==> src/sv/rhp_pkg.sv <==
// shared types and constants for the rtp header parser
// no dependencies
package rhp_pkg;

  // fixed header size and longest accepted datagram in bytes
  localparam int unsigned FixedHdr = 12;
  localparam int unsigned MaxLen   = 65535;

  // rtp version expected in the two top bits of byte 0
  localparam logic [1:0] RtpVersion = 2'd2;

  // result status codes, first failing check wins
  typedef enum logic [2:0] {
    ST_OK       = 3'd0,
    ST_SHORT    = 3'd1,
    ST_VERSION  = 3'd2,
    ST_CSRC     = 3'd3,
    ST_EXT      = 3'd4,
    ST_PAD      = 3'd5,
    ST_EMPTY    = 3'd6,
    ST_TOO_LONG = 3'd7
  } rhp_status_e;

  // per-datagram summary handed from the byte front end to the checker
  typedef struct packed {
    logic [7:0]  flags;
    logic [7:0]  ptype;
    logic [15:0] seq;
    logic [31:0] stamp;
    logic [31:0] source;
    logic [15:0] ext_words;
    logic [16:0] total;
    logic [7:0]  pad;
    logic        too_long;
  } rhp_desc_t;

  // one finished result
  typedef struct packed {
    rhp_status_e status;
    logic        marker;
    logic [6:0]  ptype;
    logic [15:0] seq;
    logic [31:0] stamp;
    logic [31:0] source;
    logic [15:0] offset;
    logic [15:0] length;
  } rhp_result_t;

endpackage

==> src/sv/rhp_front.sv <==
// byte front end: counts bytes, captures header words and extension length
// depends on rhp_pkg
module rhp_front import rhp_pkg::*; (
  input  logic       clk_i,
  input  logic       rst_ni,
  input  logic       accept_i,
  input  logic [7:0] data_byte_i,
  input  logic       last_i,
  output logic       desc_valid_o,
  output rhp_desc_t  desc_o
);

  logic [15:0] count_q, count_d;
  logic [7:0]  flags_q, flags_d;
  logic [7:0]  type_q, type_d;
  logic [15:0] seq_q, seq_d;
  logic [31:0] stamp_q, stamp_d;
  logic [31:0] source_q, source_d;
  logic [15:0] ext_q, ext_d;
  logic [7:0]  prev_q, prev_d;
  logic        long_q, long_d;

  logic [7:0]  cap_flags, cap_type;
  logic [15:0] cap_seq, cap_ext;
  logic [31:0] cap_stamp, cap_source;
  logic        cap_long;
  logic [6:0]  ext_at;
  logic        ext_hit;

  // extension length sits two and three bytes past the csrc list
  assign ext_at  = 7'(FixedHdr) + {1'b0, flags_q[3:0], 2'b00};
  assign ext_hit = flags_q[4] && (count_q >= 16'(FixedHdr)) &&
                   ((count_q == 16'(ext_at) + 16'd2) || (count_q == 16'(ext_at) + 16'd3));

  // capture of the current item into the header fields
  always_comb begin
    cap_flags  = flags_q;
    cap_type   = type_q;
    cap_seq    = seq_q;
    cap_stamp  = stamp_q;
    cap_source = source_q;
    cap_ext    = ext_q;
    cap_long   = long_q | ({1'b0, count_q} >= 17'(MaxLen));
    if (count_q == 16'd0) begin
      cap_flags = data_byte_i;
    end else if (count_q == 16'd1) begin
      cap_type = data_byte_i;
    end else if (count_q <= 16'd3) begin
      cap_seq = {seq_q[7:0], data_byte_i};
    end else if (count_q <= 16'd7) begin
      cap_stamp = {stamp_q[23:0], data_byte_i};
    end else if (count_q <= 16'd11) begin
      cap_source = {source_q[23:0], data_byte_i};
    end
    if (ext_hit) begin
      cap_ext = {ext_q[7:0], data_byte_i};
    end
  end

  // next state, cleared after the final byte
  always_comb begin
    count_d  = count_q;
    flags_d  = flags_q;
    type_d   = type_q;
    seq_d    = seq_q;
    stamp_d  = stamp_q;
    source_d = source_q;
    ext_d    = ext_q;
    prev_d   = prev_q;
    long_d   = long_q;
    if (accept_i) begin
      if (last_i) begin
        count_d  = '0;
        flags_d  = '0;
        type_d   = '0;
        seq_d    = '0;
        stamp_d  = '0;
        source_d = '0;
        ext_d    = '0;
        prev_d   = '0;
        long_d   = 1'b0;
      end else begin
        count_d  = (count_q != 16'hFFFF) ? count_q + 16'd1 : count_q;
        flags_d  = cap_flags;
        type_d   = cap_type;
        seq_d    = cap_seq;
        stamp_d  = cap_stamp;
        source_d = cap_source;
        ext_d    = cap_ext;
        prev_d   = data_byte_i;
        long_d   = cap_long;
      end
    end
  end

  always_ff @(posedge clk_i or negedge rst_ni) begin
    if (!rst_ni) begin
      count_q  <= '0;
      flags_q  <= '0;
      type_q   <= '0;
      seq_q    <= '0;
      stamp_q  <= '0;
      source_q <= '0;
      ext_q    <= '0;
      prev_q   <= '0;
      long_q   <= 1'b0;
    end else begin
      count_q  <= count_d;
      flags_q  <= flags_d;
      type_q   <= type_d;
      seq_q    <= seq_d;
      stamp_q  <= stamp_d;
      source_q <= source_d;
      ext_q    <= ext_d;
      prev_q   <= prev_d;
      long_q   <= long_d;
    end
  end

  // summary of the datagram on its final item; the final byte is the pad count
  assign desc_valid_o    = accept_i & last_i;
  assign desc_o.flags     = cap_flags;
  assign desc_o.ptype     = cap_type;
  assign desc_o.seq       = cap_seq;
  assign desc_o.stamp     = cap_stamp;
  assign desc_o.source    = cap_source;
  assign desc_o.ext_words = cap_ext;
  assign desc_o.total     = {1'b0, count_q} + 17'd1;
  assign desc_o.pad       = data_byte_i;
  assign desc_o.too_long  = cap_long;

endmodule

==> src/sv/rhp_desc_queue.sv <==
// two-entry queue of datagram summaries between front end and checker
// depends on rhp_pkg
module rhp_desc_queue import rhp_pkg::*; (
  input  logic      clk_i,
  input  logic      rst_ni,
  input  logic      push_i,
  input  rhp_desc_t data_i,
  output logic      full_o,
  output logic      valid_o,
  input  logic      pop_i,
  output rhp_desc_t data_o
);

  rhp_desc_t  mem_q [2];
  logic       wr_q, rd_q;
  logic [1:0] cnt_q;
  logic       do_push, do_pop;

  assign full_o  = (cnt_q == 2'd2);
  assign valid_o = (cnt_q != 2'd0);
  assign data_o  = mem_q[rd_q];
  assign do_push = push_i & ~full_o;
  assign do_pop  = pop_i & valid_o;

  // entry storage
  always_ff @(posedge clk_i) begin
    if (do_push) begin
      mem_q[wr_q] <= data_i;
    end
  end

  // pointers and fill count
  always_ff @(posedge clk_i or negedge rst_ni) begin
    if (!rst_ni) begin
      wr_q  <= 1'b0;
      rd_q  <= 1'b0;
      cnt_q <= '0;
    end else begin
      if (do_push) wr_q <= ~wr_q;
      if (do_pop)  rd_q <= ~rd_q;
      case ({do_push, do_pop})
        2'b10:   cnt_q <= cnt_q + 2'd1;
        2'b01:   cnt_q <= cnt_q - 2'd1;
        default: cnt_q <= cnt_q;
      endcase
    end
  end

endmodule

==> src/sv/rhp_back.sv <==
// checker: two-stage pipeline that sizes the header and decides the status
// depends on rhp_pkg
module rhp_back import rhp_pkg::*; (
  input  logic        clk_i,
  input  logic        rst_ni,
  input  logic        desc_valid_i,
  input  rhp_desc_t   desc_i,
  output logic        desc_ready_o,
  input  logic        pop_i,
  output logic        res_valid_o,
  output rhp_result_t res_o
);

  // stage a: header size and early checks
  logic        a_valid_q;
  rhp_status_e a_status_q;
  logic [16:0] a_hdr_q;
  logic [17:0] a_tp_q;
  logic [16:0] a_total_q;
  logic        a_pad_en_q, a_pad_zero_q;
  logic        a_marker_q;
  logic [6:0]  a_ptype_q;
  logic [15:0] a_seq_q;
  logic [31:0] a_stamp_q, a_source_q;

  // stage b: finished result
  logic        b_valid_q;
  rhp_result_t b_res_q;

  logic        a_ready, b_ready, a_load;
  logic [6:0]  hdr_base;
  logic [18:0] ext_add, hdr_full, total_w;
  rhp_status_e a_status_d;
  logic [16:0] pay;
  logic [17:0] pay_pad;
  logic [16:0] pay_fin;
  rhp_status_e b_status_d;

  assign b_ready      = ~b_valid_q | pop_i;
  assign a_ready      = ~a_valid_q | b_ready;
  assign desc_ready_o = a_ready;
  assign a_load       = desc_valid_i & a_ready;

  // header size including csrc list and extension
  assign hdr_base = 7'(FixedHdr) + {1'b0, desc_i.flags[3:0], 2'b00};
  assign ext_add  = 19'd4 + {1'b0, desc_i.ext_words, 2'b00};
  assign hdr_full = 19'(hdr_base) + (desc_i.flags[4] ? ext_add : 19'd0);
  assign total_w  = {2'b00, desc_i.total};

  // early status checks in priority order
  always_comb begin
    if (desc_i.too_long) begin
      a_status_d = ST_TOO_LONG;
    end else if (desc_i.total < 17'(FixedHdr)) begin
      a_status_d = ST_SHORT;
    end else if (desc_i.flags[7:6] != RtpVersion) begin
      a_status_d = ST_VERSION;
    end else if (19'(hdr_base) > total_w) begin
      a_status_d = ST_CSRC;
    end else if (desc_i.flags[4] && (hdr_full > total_w)) begin
      a_status_d = ST_EXT;
    end else begin
      a_status_d = ST_OK;
    end
  end

  always_ff @(posedge clk_i) begin
    if (a_load) begin
      a_status_q   <= a_status_d;
      a_hdr_q      <= hdr_full[16:0];
      a_tp_q       <= {1'b0, desc_i.total} - {10'b0, desc_i.pad};
      a_total_q    <= desc_i.total;
      a_pad_en_q   <= desc_i.flags[5];
      a_pad_zero_q <= (desc_i.pad == 8'd0);
      a_marker_q   <= desc_i.ptype[7];
      a_ptype_q    <= desc_i.ptype[6:0];
      a_seq_q      <= desc_i.seq;
      a_stamp_q    <= desc_i.stamp;
      a_source_q   <= desc_i.source;
    end
  end

  // payload size with padding removed
  assign pay     = a_total_q - a_hdr_q;
  assign pay_pad = a_tp_q - {1'b0, a_hdr_q};
  assign pay_fin = a_pad_en_q ? pay_pad[16:0] : pay;

  always_comb begin
    if (a_status_q != ST_OK) begin
      b_status_d = a_status_q;
    end else if (a_pad_en_q && (a_pad_zero_q || pay_pad[17])) begin
      b_status_d = ST_PAD;
    end else if (pay_fin == 17'd0) begin
      b_status_d = ST_EMPTY;
    end else begin
      b_status_d = ST_OK;
    end
  end

  always_ff @(posedge clk_i) begin
    if (a_valid_q && b_ready) begin
      b_res_q.status <= b_status_d;
      b_res_q.marker <= a_marker_q;
      b_res_q.ptype  <= a_ptype_q;
      b_res_q.seq    <= a_seq_q;
      b_res_q.stamp  <= a_stamp_q;
      b_res_q.source <= a_source_q;
      b_res_q.offset <= (b_status_d == ST_OK) ? a_hdr_q[15:0] : 16'd0;
      b_res_q.length <= (b_status_d == ST_OK) ? pay_fin[15:0] : 16'd0;
    end
  end

  // stage valid flags
  always_ff @(posedge clk_i or negedge rst_ni) begin
    if (!rst_ni) begin
      a_valid_q <= 1'b0;
      b_valid_q <= 1'b0;
    end else begin
      if (a_ready) a_valid_q <= desc_valid_i;
      if (b_ready) b_valid_q <= a_valid_q;
    end
  end

  assign res_valid_o = b_valid_q;
  assign res_o       = b_res_q;

endmodule

==> src/sv/rtp_header_parser_top.sv <==
// rtp header parser: one datagram byte per item in, one header summary out
// depends on rhp_pkg, rhp_front, rhp_desc_queue, rhp_back
//
// Input channel: a byte is taken on each clock edge with push high and
// full low; last marks the final byte of a datagram. The front end counts
// bytes and captures the fixed header and the extension length; on the
// final byte it writes a summary into a two-entry queue.
// Result channel: while empty is low the oldest result sits on the result
// ports; it is taken on an edge with pop high. One result per datagram.
// Throughput: one byte per cycle while full is low, including back-to-back
// datagrams; the checker takes one summary per cycle unless pop is held low.
// A final byte's summary is registered in the queue, then in the two checker
// stages of adders and compares, before its result appears.
// Stall: when pop is held low the checker stages and then the queue fill;
// full rises only when the queue holds two summaries, so bytes keep
// flowing through up to three waiting results.
// Reset: the byte count and captured header clear, the queue and checker
// empty; no clearing pass is needed.
module rtp_header_parser_top import rhp_pkg::*; (
  input  logic        clk_i,
  input  logic        rst_ni,
  input  logic        push,
  output logic        full,
  input  logic [7:0]  data_byte_i,
  input  logic        last_i,
  output logic        empty,
  input  logic        pop,
  output logic [2:0]  status_o,
  output logic        marker_o,
  output logic [6:0]  payload_type_o,
  output logic [15:0] seq_number_o,
  output logic [31:0] time_stamp_o,
  output logic [31:0] source_id_o,
  output logic [15:0] payload_offset_o,
  output logic [15:0] payload_length_o
);

  logic        accept;
  logic        desc_push, q_full, q_valid, q_pop;
  rhp_desc_t   desc_in, desc_out;
  logic        res_valid;
  rhp_result_t res;

  assign accept = push & ~q_full;
  assign full   = q_full;

  // byte capture
  rhp_front u_front (
    .clk_i        (clk_i),
    .rst_ni       (rst_ni),
    .accept_i     (accept),
    .data_byte_i  (data_byte_i),
    .last_i       (last_i),
    .desc_valid_o (desc_push),
    .desc_o       (desc_in)
  );

  // summary queue
  rhp_desc_queue u_queue (
    .clk_i   (clk_i),
    .rst_ni  (rst_ni),
    .push_i  (desc_push),
    .data_i  (desc_in),
    .full_o  (q_full),
    .valid_o (q_valid),
    .pop_i   (q_pop),
    .data_o  (desc_out)
  );

  // header checker
  rhp_back u_back (
    .clk_i        (clk_i),
    .rst_ni       (rst_ni),
    .desc_valid_i (q_valid),
    .desc_i       (desc_out),
    .desc_ready_o (q_pop),
    .pop_i        (pop),
    .res_valid_o  (res_valid),
    .res_o        (res)
  );

  // result ports
  assign empty            = ~res_valid;
  assign status_o         = res.status;
  assign marker_o         = res.marker;
  assign payload_type_o   = res.ptype;
  assign seq_number_o     = res.seq;
  assign time_stamp_o     = res.stamp;
  assign source_id_o      = res.source;
  assign payload_offset_o = res.offset;
  assign payload_length_o = res.length;

endmodule
==> config.mk <==
export PLATFORM = sky130hd
export DESIGN_NAME = rtp_header_parser_top
export DESIGN_NICKNAME = d
export VERILOG_FILES = /design/src/sv/rhp_pkg.sv /design/src/sv/rhp_front.sv /design/src/sv/rhp_desc_queue.sv /design/src/sv/rhp_back.sv /design/src/sv/rtp_header_parser_top.sv
export SDC_FILE = /design/constraint.sdc
export NUM_CORES = 1
export LEC_CHECK = 0
export ABC_AREA = 0
export BUFFER_PORTS_ARGS = -buffer_cell sky130_fd_sc_hd__buf_2
export CORE_MARGIN = 3
export CORE_UTILIZATION = 50
export CTS_CLUSTER_DIAMETER = 120
export DETAILED_ROUTE_END_ITERATION = 6
export GPL_ROUTABILITY_DRIVEN = 1
export GPL_TIMING_DRIVEN = 0
export PLACE_DENSITY = 0.76
export SYNTH_ARGS = -nofsm -noshare
export SYNTH_HDL_FRONTEND = slang
export SYNTH_HIERARCHICAL = 1
export SYNTH_SLANG_ARGS = --single-unit
==> constraint.sdc <==
create_clock -name clk_i -period 20.8 [get_ports clk_i]
set_input_delay 3.12 -clock clk_i [delete_from_list [all_inputs] [get_ports clk_i]]
set_output_delay 3.12 -clock clk_i [all_outputs]
set_load 0.01 [all_outputs]
==> results of run 1 <==
## layout make-up
type	count	area [µm²]	area share, %
Clock inverter	35	379	1.11
Buffer	114	614	1.79
Multi-Input combinational cell	1169	9480	27.6
Sequential cell	675	19600	57.1
Clock buffer	96	2030	5.91
Timing Repair Buffer	146	955	2.78
Tap cell	773	967	2.82
Inverter	73	274	0.799
## synthesized netlist by cell type, types with 23 or more instances
master / instances
a21oi_1: 54
inv_1: 72
xnor2_1: 47
nand3_1: 29
clkbuf_1: 62
a22oi_1: 93
ha_1: 71
nand4_1: 24
mux2_2: 243
nor3_1: 42
edfxtp_1: 540
buf_2: 23
xor2_1: 29
nor2_1: 54
dfrtp_1: 135
nand2_1: 85
o2bb2ai_1: 91
o21ai_0: 39
## kinds of logic (layout without fill, tap and decap cells)
group                    count (synthesis)  in the layout  synth area share (%)
adder cells (fa/ha/maj)                 75             75                  3.23
AND/OR/NAND/NOR                        361            361                  6.67
flip-flops                             675            675                  65.4
XOR/XNOR                                76             76                  2.22
buffers and inverters                  187            464                  2.97
multiplexers                           249            249                  9.34
other                                    1              2                0.0125
AO/OA/AOI/OAI                          406            406                  10.1
## metrics by stage
step	cells	setup slack, ns
after floorplan	2031	10.54
after global placement	2939	6.68
after detailed placement	2950	14.97
after CTS	3081	15.59
after global routing	3081	15.26
final	3081	15.57
## layer usage
metal | wire length [µm] | up-vias | track usage, %
met2 | 31900 | 538 | 34.6
met4 | 2040 | 0 | 8.10
met3 | 3380 | 126 | 3.40
li1 | - | 8291 | -
met5 | 0 | - | 0
met1 | 27800 | 9050 | 27.2
## state kept, by name (all words and copies together), names as in the netlist, 17 cells and up
signal / cells
u_back/a_source_q: 32
u_back/a_stamp_q: 32
u_back/a_total_q: 17
u_back/a_tp_q: 18
u_back/res_o: 121
u_front/source_q: 32
u_front/stamp_q: 32
u_queue/mem_q: 276
## worst max-delay path by stage
stage                      endpoint  slack, ns  depth (start not counted)
6_report       u_queue/mem_q[1][40]      15.57                          7
5_1_grt        u_back/a_status_q[2]      15.26                         24
4_1_cts        u_queue/mem_q[1][25]      15.59                          7
3_5_place_dp   u_queue/mem_q[1][40]      14.97                          7
3_3_place_gp   u_queue/mem_q[0][56]       6.68                          7
2_1_floorplan   u_queue/mem_q[0][0]      10.54                          6
## where the power goes
| part | switching, mW | internal [mW] |
|---|---|---|
| clock network | 0.522 | 0.754 |
| logic | 1.16 | 0.766 |
| registers | 0.165 | 2.00 |
| total | 1.84 | 3.52 |
==> metrics.cfg, run 1 <==
[sta]
hold_viol_final=0
min_period_ns=5.23
slew_violations=0
rsz0062_at_grt=false
slew_headroom_pct=30.4
setup_viol=0
worst_pin_slew_ns=1.03
fmax_mhz=191
holdWs_ns=0.417
finClkSkew_ns=0.0231
fin_setup_tns_ns=0
min_period_over_period_pct=25.2

[setup_path]
r2r_start=u_queue/rd_q
r2r_slack_ns=15.69
cp.arrival_ns=5.50
path_delay_family=buffers and inverters
path_buf_inv=4
cp-end-kind=register
cp-startpoint=push
path_max_fanout=64
critPathKind=in -> reg
cp_slowest_stage_delay_ns=0.58
r2r_end=u_back/a_status_q[2]
r2r_cells=24
startpoint_type=input port
crit_chain=buf_2 -> nor2b_4 -> clkbuf_1 -> nand2_1 -> inv_1 -> and3_4 -> buf_16
slowest_stage=and3_4
required_ns=21.07

[finish]
post-route-util_pct=58.0
areaGrowthSynthToFinish_pct=14.5
drive_gt1_share_pct=25.4
nets=2338
layout_commonest_cell=edfxtp_1
final_cell_mix=edfxtp_1, mux2_2, buf_2
postLayoutCellArea_mm2=0.0343
diodes=0
n_fill_cell=4485

[placement]
dp_hpwl_um=45200
port_buffers=135
post_dp_cell_area_mm2=0.0319
gp_congestion=0.891

[min_path]
hp-start=u_back/a_source_q[4]
worst_hold_path.endpoint=u_back/res_o[36]
whs_path_depth=0
hold_path.class=reg -> reg

[cts]
post_cts_buffers=0
cts_root_buf=clkbuf_16
postCtsResizedCells=0
cts_hold_buf=0
htree_levels=3
cts_tree=yes
clock_sinks=675
clock_path_buffers=3
clk_pin_slew_ns=0.06
numCtsBuffers=71
insertion_delay_ns=0.61

[synth]
ys_ff_latch=675
avgSynthCellArea_um2=14.7
yosysTopAreaCellShare_pct=54.2
ys_types=89
synth_area_mm2=0.0299
yosys.area.top_type=edfxtp_1
synth_edf_count=540
ys_seq_area_share_pct=65.4
yosysWarningCount=6
netlist_instances=2030
yosys-top-cells-area=edfxtp_1, dfrtp_1, mux2_2
synth_ff_type=edfxtp_1
async_reset_ff_share_pct=20.0

[route]
totalWireLength_um=65100
via_count=18000
post_drt_wl_per_cell_um=21.1
ant_nets=0
drt_iter0_drc=1465
dr.pass1.iters=5
drt-vias-per-instance=5.84
drc=0

[grt]
grt_pass1_wl_um=102000
grt_usage_pct=20.7
grt_max_degree=95
first_global_vias=18400
grt-ovfl-total=0
antenna_found_initial=0

[power]
finalPower_mw=5.37
ir_drop_v=0.0000996
power_density_mw_per_mm2=157
leakage_nw=12.9

[floorplanning]
rows=89
die_w_um=251
coreArea_mm2=0.0591
die_h_um=251
die_area_mm2=0.0628
initial_core_util_pct=50.6
io_pins=138

[status]
status=completed

[flow_run]
drv_cap=0

No activity file was read; power rests on OpenSTA's default activity.
==> run 2, diff against run 1 <==
PLACE_DENSITY = 0.79   (was 0.76)
clock period = 4.5 ns   (was 20.8 ns; I/O delays follow)
==> run 2 against run 1 <==
  * Critical path depth increased by 15
  * Clock-buffer cell count decreased by 13
  * First-iteration DRC count is 13% higher
  * Sequential share of layout area shrank 0.37 points
  * Critical endpoint is now u_back/a_status_q[2]
  * Via count up 1.1%
  * Routed wire length increased by 2.7%
  * Combinational power grew to 4.8 times the previous value
  * Setup slack worse by 15 ns
==> metrics.cfg, run 2 (synthesis gave the netlist of run 1 again) <==
[setup_path]
r2r_end=u_back/a_status_q[2]
required_ns=4.84  ; -16.23 ns
cp_slowest_stage_delay_ns=0.45  ; -0.13 ns
r2r_start=u_queue/rd_q
cp.depth=22  ; +15
cp-startpoint=u_queue/rd_q
cp-endpoint=u_back/a_status_q[2]
cp-end-kind=register
slowest_stage=dfrtp_2
r2r_slack_ns=0.16  ; -15.53 ns
critPathKind=reg -> reg
cp.arrival_ns=4.68  ; -0.82 ns
path_delay_family=compound AO/OA/AOI/OAI gates
r2r_cells=22  ; -8.3%
path_max_fanout=10  ; -84%
startpoint_type=register
crit_chain=buf_12 -> buf_6 -> mux2_4 -> ha_4 -> nand3_1 -> xor2_1 -> nor2_1 -> ha_1 -> and3_4 -> a311oi_2 -> or2_4 -> nor2_4 -> o21ai_2 -> xnor2_2 -> ha_1 -> a21oi_2 -> o21ai_1 -> a21o_1 -> a21oi_2 -> o21ai_0 -> o21ai_0 -> a31oi_1
path_buf_inv=2  ; -2

[power]
power_density_mw_per_mm2=729  ; +370%
ir_drop_v=0.000491  ; +390%
finalPower_mw=25.1  ; +370%
leakage_nw=13.0  ; +0.57%

[placement]
gp_congestion=0.880  ; -1.3%
port_buffers=135  ; unchanged
dp_hpwl_um=45800  ; +1.3%
place_ws_ns=-0.586  ; -15.56 ns

[sta]
hold_viol_final=0  ; unchanged
fmax_mhz=230
slew_violations=0  ; unchanged
min_period_ns=4.34
finalWorstSetupSlack_ns=0.159  ; -15.41 ns
setup_viol=0  ; unchanged
holdWs_ns=0.0367  ; -0.380 ns
finClkSkew_ns=0.0191  ; -0.00404 ns
slew_headroom_pct=26.5  ; -3.9 points
min_period_over_period_pct=96.5
worst_pin_slew_ns=1.09  ; +0.0582 ns

[floorplanning]
die_h_um=251  ; unchanged
io_pins=138  ; unchanged
die_area_mm2=0.0628  ; unchanged
coreArea_mm2=0.0591  ; unchanged
rows=89  ; unchanged
initial_core_util_pct=50.6  ; unchanged
die_w_um=251  ; unchanged

[route]
drt_iter0_drc=1661  ; +13%
ant_nets=0  ; unchanged
totalWireLength_um=66900  ; +2.7%
dr.pass1.iters=6  ; +1
via_count=18200  ; +1.1%
drt-vias-per-instance=5.89  ; +0.81%
post_drt_wl_per_cell_um=21.6  ; +2.4%
drc=0  ; unchanged

[cts]
clock_sinks=675  ; unchanged
cts_tree=yes
insertion_delay_ns=0.61  ; about the same
htree_levels=3  ; unchanged
clock_path_buffers=3  ; unchanged
numCtsBuffers=70  ; -1.4%
clk_pin_slew_ns=0.07  ; about the same
cts_root_buf=clkbuf_16

[grt]
first_global_vias=18800  ; +2.3%
grt_max_degree=75  ; -21%
grt-ovfl-total=0  ; unchanged
grt_pass1_wl_um=105000  ; +2.6%
antenna_found_initial=2  ; +2
grt_usage_pct=21.2  ; +0.49 points

[finish]
final_cell_mix=edfxtp_1, mux2_2, buf_2
drive_gt1_share_pct=26.5  ; +1.0 points
nets=2348  ; +0.43%
areaGrowthSynthToFinish_pct=15.3
top_register=u_queue/mem_q
layout_commonest_cell=edfxtp_1
largest_register_ff_count=276  ; unchanged
post-route-util_pct=58.4  ; +0.38 points

[min_path]
hold_path.class=in -> async

[flow_run]
drv_cap=0  ; unchanged

[status]
status=completed

run 2: what timing repair did:
item,in CTS,in global routing
pin swaps,4,8
hold buffers,0,0
resized for setup,23,20
setup buffers,7,5
setup endpoints to repair,1,1
run 2: worst min-delay path by stage:
stage,cells after the start,slack [ns],start,endpoint
after floorplan,0,0.38,rst_ni,u_back/a_valid_q
after global placement,0,0.40,u_back/a_stamp_q[24],u_back/res_o[88]
after detailed placement,0,0.40,u_back/a_stamp_q[29],u_back/res_o[93]
after CTS,1,0.05,rst_ni,u_front/source_q[13]
after global routing,1,0.07,rst_ni,u_front/source_q[13]
final,1,0.04,rst_ni,u_front/source_q[13]
run 2: worst reg2reg max path, cell delays in order, from the launching register on:
cell and delay, ns:
dfrtp_2 0.45, buf_12 0.15, buf_6 0.15, mux2_4 0.35, ha_4 0.20, nand3_1 0.08, xor2_1 0.17, nor2_1 0.06
ha_1 0.33, and3_4 0.20, a311oi_2 0.12, or2_4 0.30, nor2_4 0.14, o21ai_2 0.08, xnor2_2 0.17, ha_1 0.31
a21oi_2 0.13, o21ai_1 0.08, a21o_1 0.19, a21oi_2 0.15, o21ai_0 0.09, o21ai_0 0.10, a31oi_1 0.10
run 2: power breakdown:
| part | internal (mW) | switching, mW | total (mW) |
|---|---|---|---|
| clock network | 3.50 | 2.43 | 5.94 |
| registers | 9.27 | 0.780 | 10.0 |
| logic | 3.67 | 5.49 | 9.17 |
run 2: cell type report:
class | instances | area [µm²]
buffer | 113 | 636
fill | 4421 | 24600
inverter | 73 | 275
tap | 773 | 967
clock inverter | 44 | 533
timing repair buffer | 158 | 1040
sequential | 675 | 19600
antenna | 2 | 5.00
clock buffer | 83 | 1850
multi-input combinational | 1169 | 9600
run 2: routing by layer:
metal / vias to the layer above / routed length, µm / GRT usage [%] / share of wire, %
met5: - / 0 / 0 / 0
met4: 0 / 1700 / 7.18 / 2.5
met3: 121 / 3680 / 3.19 / 5.5
met2: 643 / 33300 / 36.3 / 50
met1: 9107 / 28200 / 27.8 / 42
li1: 8332 / - / - / -
run 2: stage by stage:
step,setup TNS [ns],instance area (µm²),std cells
global placement,-364.12,31600,2939
floorplan,0,30000,2031
detailed placement,-0.586,31900,2950
finish,0,34500,3090
CTS,0,34400,3084
global route,-0.0274,34500,3089
